$ cat config.mk
export PLATFORM = sky130hd
export DESIGN_NAME = touch_contact_slot_tracker_flat
export DESIGN_NICKNAME = d
export VERILOG_FILES = /design/src/hw/rtl/tcst_pkg.sv /design/src/hw/rtl/tcst_if.sv /design/src/hw/rtl/touch_contact_slot_tracker.sv /design/src/hw/rtl/tcst_slot_file.sv /design/src/flat_wrapper.sv
export SDC_FILE = /design/constraint.sdc
export NUM_CORES = 2
export LEC_CHECK = 0
export BUFFER_PORTS_ARGS = -buffer_cell sky130_fd_sc_hd__buf_4
export CAP_MARGIN = 20
export CORE_MARGIN = 3
export CORE_UTILIZATION = 62
export DETAILED_ROUTE_END_ITERATION = 10
export PLACE_DENSITY = 0.8
export SYNTH_ARGS = -nofsm -noshare
export SYNTH_HDL_FRONTEND = slang
export SYNTH_SLANG_ARGS = --single-unit
export TNS_END_PERCENT = 10
$ cat constraint.sdc
create_clock -name clk -period 24.3 [get_ports clk]
set_clock_uncertainty 0.2 [all_clocks]
set_input_delay 2.43 -clock clk [delete_from_list [all_inputs] [get_ports clk]]
set_output_delay 2.43 -clock clk [all_outputs]
set_load 0.01 [all_outputs]
$ cat src/hw/rtl/tcst_pkg.sv
// Shared constants, types and opcodes for the touch contact slot tracker.
package tcst_pkg;

  // Slot count and derived index width
  localparam int SLOTS  = 8;
  localparam int SLOT_W = (SLOTS > 1) ? $clog2(SLOTS) : 1;

  // Operation codes
  localparam logic [1:0] OP_EVENT = 2'd0;
  localparam logic [1:0] OP_READ  = 2'd1;
  localparam logic [1:0] OP_CLEAR = 2'd2;

  // Input item
  typedef struct packed {
    logic [1:0]          operation;
    logic signed [31:0]  contact_id;
    logic signed [15:0]  pos_x;
    logic signed [15:0]  pos_y;
    logic                is_down;
    logic [4:0]          slot_index;
  } in_item_t;

  // Result item
  typedef struct packed {
    logic                accepted;
    logic [4:0]          slot_taken;
    logic [5:0]          down_count;
    logic signed [15:0]  read_x;
    logic signed [15:0]  read_y;
    logic                read_down;
  } out_item_t;

endpackage

$ cat src/hw/rtl/tcst_if.sv
// Valid/ready channel interfaces for input items and result items.
interface tcst_in_if import tcst_pkg::*; ();
  logic     valid;
  logic     ready;
  in_item_t data;

  modport source (output valid, output data, input ready);
  modport sink   (input valid, input data, output ready);
endinterface

interface tcst_out_if import tcst_pkg::*; ();
  logic      valid;
  logic      ready;
  out_item_t data;

  modport source (output valid, output data, input ready);
  modport sink   (input valid, input data, output ready);
endinterface

$ cat src/hw/rtl/touch_contact_slot_tracker.sv
// Top level: input register, slot file and result register of the slot tracker.
//
//   channel  | dir | payload     | transfer
//   ---------+-----+-------------+----------------------------
//   in_ch    | in  | in_item_t   | valid && ready at clk rise
//   out_ch   | out | out_item_t  | valid && ready at clk rise
//
// One item per cycle sustained while results are taken; each item passes the input register,
// then the result register. Slot match, first-free select and the down count settle
// combinationally between the input register and the result register.
// Synchronous reset clears all slots at once; no clearing sweep.
// A stalled result holds; the input register keeps taking items until
// both registers are full.
module touch_contact_slot_tracker import tcst_pkg::*; (
  input  logic       clk,
  input  logic       rst_n,
  tcst_in_if.sink    in_ch,
  tcst_out_if.source out_ch
);

  logic      s1_v_r, s1_v_nxt;
  in_item_t  s1_item_r;
  logic      out_v_r, out_v_nxt;
  out_item_t out_item_r;
  out_item_t res;
  logic      out_free, s1_go, in_xfer;

  assign out_free    = !out_v_r || out_ch.ready;
  assign s1_go       = s1_v_r && out_free;
  assign in_ch.ready = !s1_v_r || s1_go;
  assign in_xfer     = in_ch.valid && in_ch.ready;

  assign s1_v_nxt  = in_xfer || (s1_v_r && !s1_go);
  assign out_v_nxt = s1_go || (out_v_r && !out_ch.ready);

  tcst_slot_file u_slots (
    .clk    (clk),
    .rst_n  (rst_n),
    .cmd_go (s1_go),
    .cmd    (s1_item_r),
    .res    (res)
  );

  // Advance valid flags
  always_ff @(posedge clk) begin
    if (!rst_n) begin
      s1_v_r  <= 1'b0;
      out_v_r <= 1'b0;
    end else begin
      s1_v_r  <= s1_v_nxt;
      out_v_r <= out_v_nxt;
    end
  end

  // Load payload registers
  always_ff @(posedge clk) begin
    if (in_xfer) begin
      s1_item_r <= in_ch.data;
    end
    if (s1_go) begin
      out_item_r <= res;
    end
  end

  assign out_ch.valid = out_v_r;
  assign out_ch.data  = out_item_r;

endmodule

$ cat src/hw/rtl/tcst_slot_file.sv
// Slot state registers with match, first-free select, update and read logic.
module tcst_slot_file import tcst_pkg::*; (
  input  logic      clk,
  input  logic      rst_n,
  input  logic      cmd_go,
  input  in_item_t  cmd,
  output out_item_t res
);

  logic [SLOTS-1:0] used_r, used_nxt;
  logic [SLOTS-1:0] down_r, down_nxt;
  logic [31:0]      contact_r [SLOTS];
  logic [31:0]      contact_nxt [SLOTS];
  logic [15:0]      x_r [SLOTS];
  logic [15:0]      x_nxt [SLOTS];
  logic [15:0]      y_r [SLOTS];
  logic [15:0]      y_nxt [SLOTS];
  logic [5:0]       count_r, count_nxt;

  logic              match_hit, free_hit;
  logic [SLOT_W-1:0] match_idx, free_idx, sel_idx;
  logic              sel_hit;
  logic              rd_in_range;
  logic [SLOT_W-1:0] rd_idx;

  // Find lowest used slot with matching id and lowest unused slot
  always_comb begin
    match_hit = 1'b0;
    match_idx = '0;
    free_hit  = 1'b0;
    free_idx  = '0;
    for (int k = SLOTS - 1; k >= 0; k--) begin
      if (used_r[k] && (contact_r[k] == cmd.contact_id)) begin
        match_hit = 1'b1;
        match_idx = SLOT_W'(k);
      end
      if (!used_r[k]) begin
        free_hit = 1'b1;
        free_idx = SLOT_W'(k);
      end
    end
  end

  assign sel_hit = match_hit || (free_hit && cmd.is_down);
  assign sel_idx = match_hit ? match_idx : free_idx;

  assign rd_in_range = ({1'b0, cmd.slot_index} < 6'(SLOTS));
  assign rd_idx      = cmd.slot_index[SLOT_W-1:0];

  // Next state and result for the current command
  always_comb begin
    used_nxt    = used_r;
    down_nxt    = down_r;
    contact_nxt = contact_r;
    x_nxt       = x_r;
    y_nxt       = y_r;
    count_nxt   = count_r;
    res         = '0;

    unique case (cmd.operation)
      OP_EVENT: begin
        if (sel_hit) begin
          used_nxt[sel_idx]    = 1'b1;
          down_nxt[sel_idx]    = cmd.is_down;
          contact_nxt[sel_idx] = cmd.contact_id;
          x_nxt[sel_idx]       = cmd.pos_x;
          y_nxt[sel_idx]       = cmd.pos_y;
          count_nxt            = 6'($countones(used_nxt & down_nxt));
          res.accepted         = 1'b1;
          res.slot_taken       = 5'(sel_idx);
        end
      end
      OP_READ: begin
        if (rd_in_range) begin
          res.read_x    = x_r[rd_idx];
          res.read_y    = y_r[rd_idx];
          res.read_down = down_r[rd_idx];
        end
      end
      OP_CLEAR: begin
        used_nxt  = '0;
        down_nxt  = '0;
        count_nxt = '0;
        for (int k = 0; k < SLOTS; k++) begin
          contact_nxt[k] = '1;
          x_nxt[k]       = '0;
          y_nxt[k]       = '0;
        end
      end
      default: begin
        // unused code: no change, zero result fields but the down count
      end
    endcase

    res.down_count = count_nxt;
  end

  // Hold state; advance on each command transfer
  always_ff @(posedge clk) begin
    if (!rst_n) begin
      used_r  <= '0;
      down_r  <= '0;
      count_r <= '0;
      for (int k = 0; k < SLOTS; k++) begin
        x_r[k] <= '0;
        y_r[k] <= '0;
      end
    end else if (cmd_go) begin
      used_r  <= used_nxt;
      down_r  <= down_nxt;
      count_r <= count_nxt;
      for (int k = 0; k < SLOTS; k++) begin
        x_r[k] <= x_nxt[k];
        y_r[k] <= y_nxt[k];
      end
    end
  end

  // Contact ids only compare against used slots
  always_ff @(posedge clk) begin
    if (cmd_go) begin
      for (int k = 0; k < SLOTS; k++) begin
        contact_r[k] <= contact_nxt[k];
      end
    end
  end

endmodule

$ cat src/flat_wrapper.sv
// flat-port wrapper written by rule: the top's interface ports become plain ports
module touch_contact_slot_tracker_flat import tcst_pkg::*;
  (clk, rst_n, in_ch_valid, in_ch_data, in_ch_ready, out_ch_valid, out_ch_data, out_ch_ready);
  tcst_in_if in_ch_i ();
  tcst_out_if out_ch_i ();
  input  logic clk;
  input  logic rst_n;
  input wire logic [$bits(in_ch_i.valid)-1:0] in_ch_valid;
  input wire logic [$bits(in_ch_i.data)-1:0] in_ch_data;
  output wire logic [$bits(in_ch_i.ready)-1:0] in_ch_ready;
  output wire logic [$bits(out_ch_i.valid)-1:0] out_ch_valid;
  output wire logic [$bits(out_ch_i.data)-1:0] out_ch_data;
  input wire logic [$bits(out_ch_i.ready)-1:0] out_ch_ready;
  assign in_ch_i.valid = in_ch_valid;
  assign in_ch_i.data = in_ch_data;
  assign in_ch_ready = in_ch_i.ready;
  assign out_ch_valid = out_ch_i.valid;
  assign out_ch_data = out_ch_i.data;
  assign out_ch_i.ready = out_ch_ready;
  touch_contact_slot_tracker u_core (.clk(clk), .rst_n(rst_n), .in_ch(in_ch_i), .out_ch(out_ch_i));
endmodule
# [After elaboration in Yosys (flattened, before gate mapping)]
# Index checks and enable logic that the tools add are counted.
# W data, S select, Z words.
[totals] output_inout_bits=47 wordCells=164 romBits=0 ramBits=0 n_memories=0 reg_bits=653 latchBits=0
[classes] div=0 n_reduce_logical=29 bitwise_logic=4 addsub=7 n_shift=0 mul=0 mux=64 n_eq_ne=11 order_cmp=7
[op_table] operator="$pmux W128 S2" n=2
[op_table] operator="$pmux W256 S2" n=1
[op_table] operator="$bwmux W128" n=2
[op_table] operator="$bwmux W256" n=1
[op_table] operator="$eq A32 B32 Y1" n=8
[op_table] operator="$mux W128" n=2
[op_table] operator="$mux W256" n=1
[op_table] operator="$bmux W16 S3" n=2
[op_table] operator="$demux W32 S3" n=1
[op_table] operator="$mux W16" n=5
[op_table] operator="$mux W3" n=17
[op_table] operator="$demux W16 S3" n=1
[op_table] operator="$mux W32" n=1
[op_table] operator="$pmux W8 S2" n=2
[op_table] operator="$mux W1" n=18
[op_table] operator="$mux W8" n=2
[op_table] operator="$logic_and A1 B1 Y1" n=15
[op_table] operator="$mux W6" n=2
[op_table] operator="$pmux W6 S2" n=1
[op_table] operator="$add A1 B1 Y2" n=4
[op_table] operator="$and A8 B8 Y8" n=1
[op_table] operator="$bwmux W8" n=1
[op_table] operator="$ge A4 B4 Y1 const B" n=2
[op_table] operator="$lt A3 B4 Y1 const B" n=2
[op_table] operator="18 further kinds" n=28

# [Logic depth before layout (Yosys ltp)]
[depth] depth_word=22 depth_mapped=24

# [By module]
# A second synthesis with hierarchy kept.
[unflattened] cells_unflattened=2479 area_unflattened_um2=30170.2
[modules_own_cells] module="tcst_slot_file" cells_per_inst=2353 area_each_um2=26553.0 instances=1 seq_area_each_um2=13252.7
[modules_own_cells] module="touch_contact_slot_tracker" cells_per_inst=126 area_each_um2=3617.2 instances=1 seq_area_each_um2=3553.4

# [Least setup slack after synthesis]
# Ideal clock, no wire load.
[synth_path] kind="input -> register" start="input port out_ch_ready" end="register u_core.u_slots.x_r[100] (netlist name)" t_required_ns=24.040 path_stages=8 setup_time_ns=0.060 path_buffers=1 setup_slack_ns=13.017 arrival_time_ns=11.023 path_cell_list="nor2b_1 -> nor2b_1 -> nor2b_1 -> o31ai_1 -> clkinv_1 -> a21oi_1 -> buf_2 -> a22o_1"
[synth_between] elab_chain_len=3
[synth_rtl] item="from (decl)" line_no="flat_wrapper.sv:13" text="input wire logic [$bits(out_ch_i.ready)-1:0] out_ch_ready;"
[synth_rtl] item="$logic_or A1 B1 Y1" line_no="touch_contact_slot_tracker.sv:28" text="assign out_free = !out_v_r || out_ch.ready;"
[synth_rtl] item="$logic_and A1 B1 Y1" line_no="touch_contact_slot_tracker.sv:29" text="assign s1_go = s1_v_r && out_free;"
[synth_rtl] item="via u_core.s1_go" line_no="touch_contact_slot_tracker.sv:26" text="logic out_free, s1_go, in_xfer;"
[synth_rtl] item="$reduce_and A3 Y1 (no line)"
[synth_rtl] item="to (signal, indexed assignment)" line_no="tcst_slot_file.sv:113" text="x_r[k] <= x_nxt[k];"
[synth_rtl] item="to (decl)" line_no="tcst_slot_file.sv:14" text="logic [15:0] x_r [SLOTS];"
# The timed path passes the listed nets, and every way through them passes these cells.
# A chain may end at the register's enable or synchronous reset.

# [Worst setup path in the final report]
[layout_path] start="register u_core.s1_item_r[41] (netlist name)" end="register u_core.u_slots.count_r[2]"
[layout_between] elab_chain_len=22
[layout_rtl] item="from (decl)" line_no="touch_contact_slot_tracker.sv:22" text="in_item_t s1_item_r;"
[layout_rtl] item="from (signal assigned)" line_no="touch_contact_slot_tracker.sv:58" text="s1_item_r <= in_ch.data;"
[layout_rtl] item="$eq A32 B32 Y1" line_no="tcst_slot_file.sv:33" text="if (used_r[k] && (contact_r[k] == cmd.contact_id)) begin"
[layout_rtl] item="$logic_and A1 B1 Y1" line_no="tcst_slot_file.sv:33"
[layout_rtl] item="$mux W3 / $mux W1 (equally long branches) (8 in series)" line_no="tcst_slot_file.sv:33"
[layout_rtl] item="$mux W3" line_no="tcst_slot_file.sv:45" text="assign sel_idx = match_hit ? match_idx : free_idx;"
[layout_rtl] item="$lt A3 B4 Y1 (not written as such) / $ge A3 B1 Y1 (equally long branches)" line_no="tcst_slot_file.sv:63, tcst_slot_file.sv:64"
[layout_rtl] item="$logic_and A1 B1 Y1 (not written as such)" line_no="tcst_slot_file.sv:63, tcst_slot_file.sv:64"
[layout_rtl] item="$mux W1 (not written as such)" line_no="tcst_slot_file.sv:63, tcst_slot_file.sv:64"
[layout_rtl] item="$demux W1 S3" line_no="tcst_slot_file.sv:63, tcst_slot_file.sv:64"
[layout_rtl] item="$or A8 B8 Y8 (no line) / $bwmux W8 (equally long branches)"
[layout_rtl] item="$and A8 B8 Y8" line_no="tcst_slot_file.sv:68" text="count_nxt = 6'($countones(used_nxt & down_nxt));"
[layout_rtl] item="$add A1 B1 Y2 (not written as such)" line_no="tcst_slot_file.sv:68"
[layout_rtl] item="$add A2 B2 Y3 (not written as such)" line_no="tcst_slot_file.sv:68"
[layout_rtl] item="$add A3 B3 Y4 (not written as such)" line_no="tcst_slot_file.sv:68"
[layout_rtl] item="$mux W6 (*)" line_no="tcst_slot_file.sv:62" text="if (sel_hit) begin"
[layout_rtl] item="$pmux W6 S2 (*)" line_no="tcst_slot_file.sv:60" text="unique case (cmd.operation)"
[layout_rtl] item="to (signal assigned)" line_no="tcst_slot_file.sv:111" text="count_r <= count_nxt;"
[layout_rtl] item="to (decl)" line_no="tcst_slot_file.sv:18" text="logic [5:0] count_r, count_nxt;"
# Mark *: on every way between the ends. The rest lies on a longest branch, timed or not.

==> flow_summary.yaml <==
floorplanning:
  die_h_um: 228
  start_util_pct: 63.4
  core_area_sq_mm: 0.0482
  die_w_um: 228
  num_io_pins: 123
  die_area_sq_mm: 0.0521
  rows: 80
hold_path:
  hp-class: "flip-flop to flip-flop"
sta:
  fin_crit_ns: 7.46
  finalSetupTns_ns: 0
  drv_slew: 0
  maxSlewHeadroom_pct: 21.8
  finalHoldViolations: 0
  post-route-period-util_pct: 30.7
  rsz0062_at_grt: "false"
  setup_viol: 0
  worst_slew_pin_slew_ns: 1.17
  clock.fmax_ghz: 0.134
clock_tree:
  cts_hold_buf: 0
  cts_sinks: 651
  cts_buffers: 69
  clk_pin_slew_worst_paths_ns: 0.06
  cts_root_buf: "clkbuf_16"
  post_cts_resized: 0
  clk_latency_ns: 0.63
  h-tree-depth: 3
  cts_tree: "built"
  post_cts_buffers: 0
  cts_buffer_depth: 3
pwr:
  power_density_mw_per_mm2: 71.2
  p_leak_nw: 11.3
  ir_worst_vdd_v: 0.0000618
synth:
  yosysMostFrequentCell: "edfxtp_1"
  yosysTopAreaCell: "edfxtp_1"
  ys_seq_elements: 651
  mappedNetlistArea_sq_mm: 0.0306
  synth.avg_cell_area_sq_um: 12.2
  synth-edff-count: 371
  synth_seq_area_share_pct: 54.7
  synth_warnings: 0
  synth_area_leaders: "edfxtp_1, dfxtp_1, mux2i_1, xor2_1, mux4_2"
  async_reset_ff_share_pct: 0
  ys_types: 66
  synth_top_area_share_pct: 36.4
  netlist_top_cells_count: "edfxtp_1, dfxtp_1, mux2i_1, nor2_1, xor2_1"
  synthFlopType: "edfxtp_1"
  syn_inst: 2503
grt:
  antenna_found_initial: 0
  grtUsageTotal_pct: 33.1
  overflow: 0
  grt_max_degree: 99
  grt_pass1_wl_mm: 134
  grt_pass1_vias: 22000
placed_design:
  place.port_buffers: 120
  dp_hpwl_mm: 54.3
  gp_congestion: 0.945
setup_path:
  criticalPathCategory: "flip-flop to flip-flop"
  worstPathMaxFanout: 67
  end_kind: "flip-flop"
  cp.required_ns: 24.62
  startpoint_type: "flip-flop"
  critPathArrivalTime_ns: 7.78
routing:
  drt-initial-drc-count: 2311
  routed_via_density: 6.77
  final_antenna_net_count: 0
  avgRoutedWirePerCell_um: 27.3
  wl_mm: 87.7
  remaining_drc_errors: 0
  vias: 21700
  detail_route.first_pass.iterations: 7
finish:
  fin_nets: 2582
  final_core_util_pct: 70.5
  layout-drive-gt1-share_pct: 14.1
  diodes: 0
  syn_to_final_growth_pct: 11.2
flow_run:
  maxCapViolCount: 0
status:
  status: "finished clean"
[placed cells by master, fill, tap and decap left out, drive strengths merged, types with 4 or more instances in the layout]
master,count
nor4b,9
nand4b,8
mux2i,257
a21oi,12
clkbuf,99
nand2,137
inv,17
mux4,66
a32o,133
o21a,5
xor2,174
xnor2,80
and3,6
nor2,217
o21ai,40
edfxtp,371
nor3,15
or4,6
dfxtp,280
or3,6
and2,13
nor2b,11
clkinv,20
nand3,89
nand4,45
a22o,136
fa,4
buf,167
nor4,76
a31oi,5
nand2b,8
[sequential cells by signal, summed over array words and instances, names as in the netlist]
register / flops
u_core.out_ch.data: 43
u_core.u_slots.down_r: 8
u_core.u_slots.x_r: 128
u_core.u_slots.contact_r: 256
u_core.s1_v_r: 1
u_core.out_ch.valid: 1
u_core.u_slots.count_r: 6
u_core.s1_item_r: 72
u_core.u_slots.used_r: 8
u_core.u_slots.y_r: 128
[area by class of cell]
type                            instances  area [sq um]
Tap cell                              656           821
Clock buffer                           99          1990
Clock inverter                         27           270
Timing Repair Buffer                  167          1340
Sequential cell                       651         16700
Inverter                               13          56.3
Multi-Input combinational cell       1597         12800
Fill cell                            3374         14200
[metrics by stage]
step / area, sq um / std cells / hold slack (ns) / total power (W) / worst slack, ns
2_1_floorplan: 30600 / 2504 / 0.237 / 0.00133 / 13.02
6_report: 34000 / 3210 / 0.260 / 0.00242 / 16.84
3_3_place_gp: 31600 / 3079 / 0.241 / 0.00139 / 17.03
3_5_place_dp: 31700 / 3081 / 0.248 / 0.00139 / 16.89
5_1_grt: 34000 / 3210 / 0.269 / 0.00249 / 16.56
4_1_cts: 33900 / 3207 / 0.262 / 0.00243 / 16.86
[metal layers]
layer  track usage (%)  vias to the layer above  share of wire [%]
met1              45.0                    10900                 41
met4              12.8                        0                4.0
met3              6.36                      246                8.3
li1                  -                     9415                  -
met5                 0                        -                  0
met2              52.9                     1210                 47
[worst max-delay path, cell delays in order, from the launching register on]
cell and delay [ns]:
edfxtp_1 1.02, xor2_1 0.22, nor4_1 0.35, nand4_1 0.14, or4_1 0.65, and4_1 0.26
a222oi_1 0.40, buf_4 0.26, nor2_4 0.04, buf_4 0.34, nor2_4 0.16, buf_4 0.84
a21oi_1 0.22, fa_1 0.53, fa_1 0.50, inv_1 0.05, ha_1 0.21, fa_1 0.44
xor2_1 0.16, and3_1 0.18, o21a_1 0.16
[cells by family after synthesis]
logic type | Yosys count | synth area share (%)
AND/OR/NAND/NOR | 654 | 10.3
flip-flops | 651 | 54.7
multiplexers | 323 | 13.3
XOR/XNOR | 254 | 7.29
other | 1 | 0.0123
AO/OA/AOI/OAI | 357 | 10.1
buffers and inverters | 256 | 3.89
adder cells (fa/ha/maj) | 7 | 0.384
[power breakdown]
group / internal [W] / leakage [nW] / switching (W)
sequential: 0.00118 / 5.24 / 0.0000336
clock: 0.000609 / 1.11 / 0.000444
combinational: 0.0000535 / 4.99 / 0.000100
[path summary, 6_finish.rpt]
path                                    end              startpoint  slack (ns)  depth (start not counted)
setup / recovery  u_core.u_slots.count_r[2]    u_core.s1_item_r[41]       16.84                         20
hold / removal       u_core.u_slots.x_r[17]  u_core.u_slots.x_r[17]        0.26                          1
hold reg to reg      u_core.u_slots.x_r[17]  u_core.u_slots.x_r[17]        0.26                          1
setup reg to reg  u_core.u_slots.count_r[2]    u_core.s1_item_r[41]       16.84                         20
Note: power is estimated with default switching activity, not from simulation.
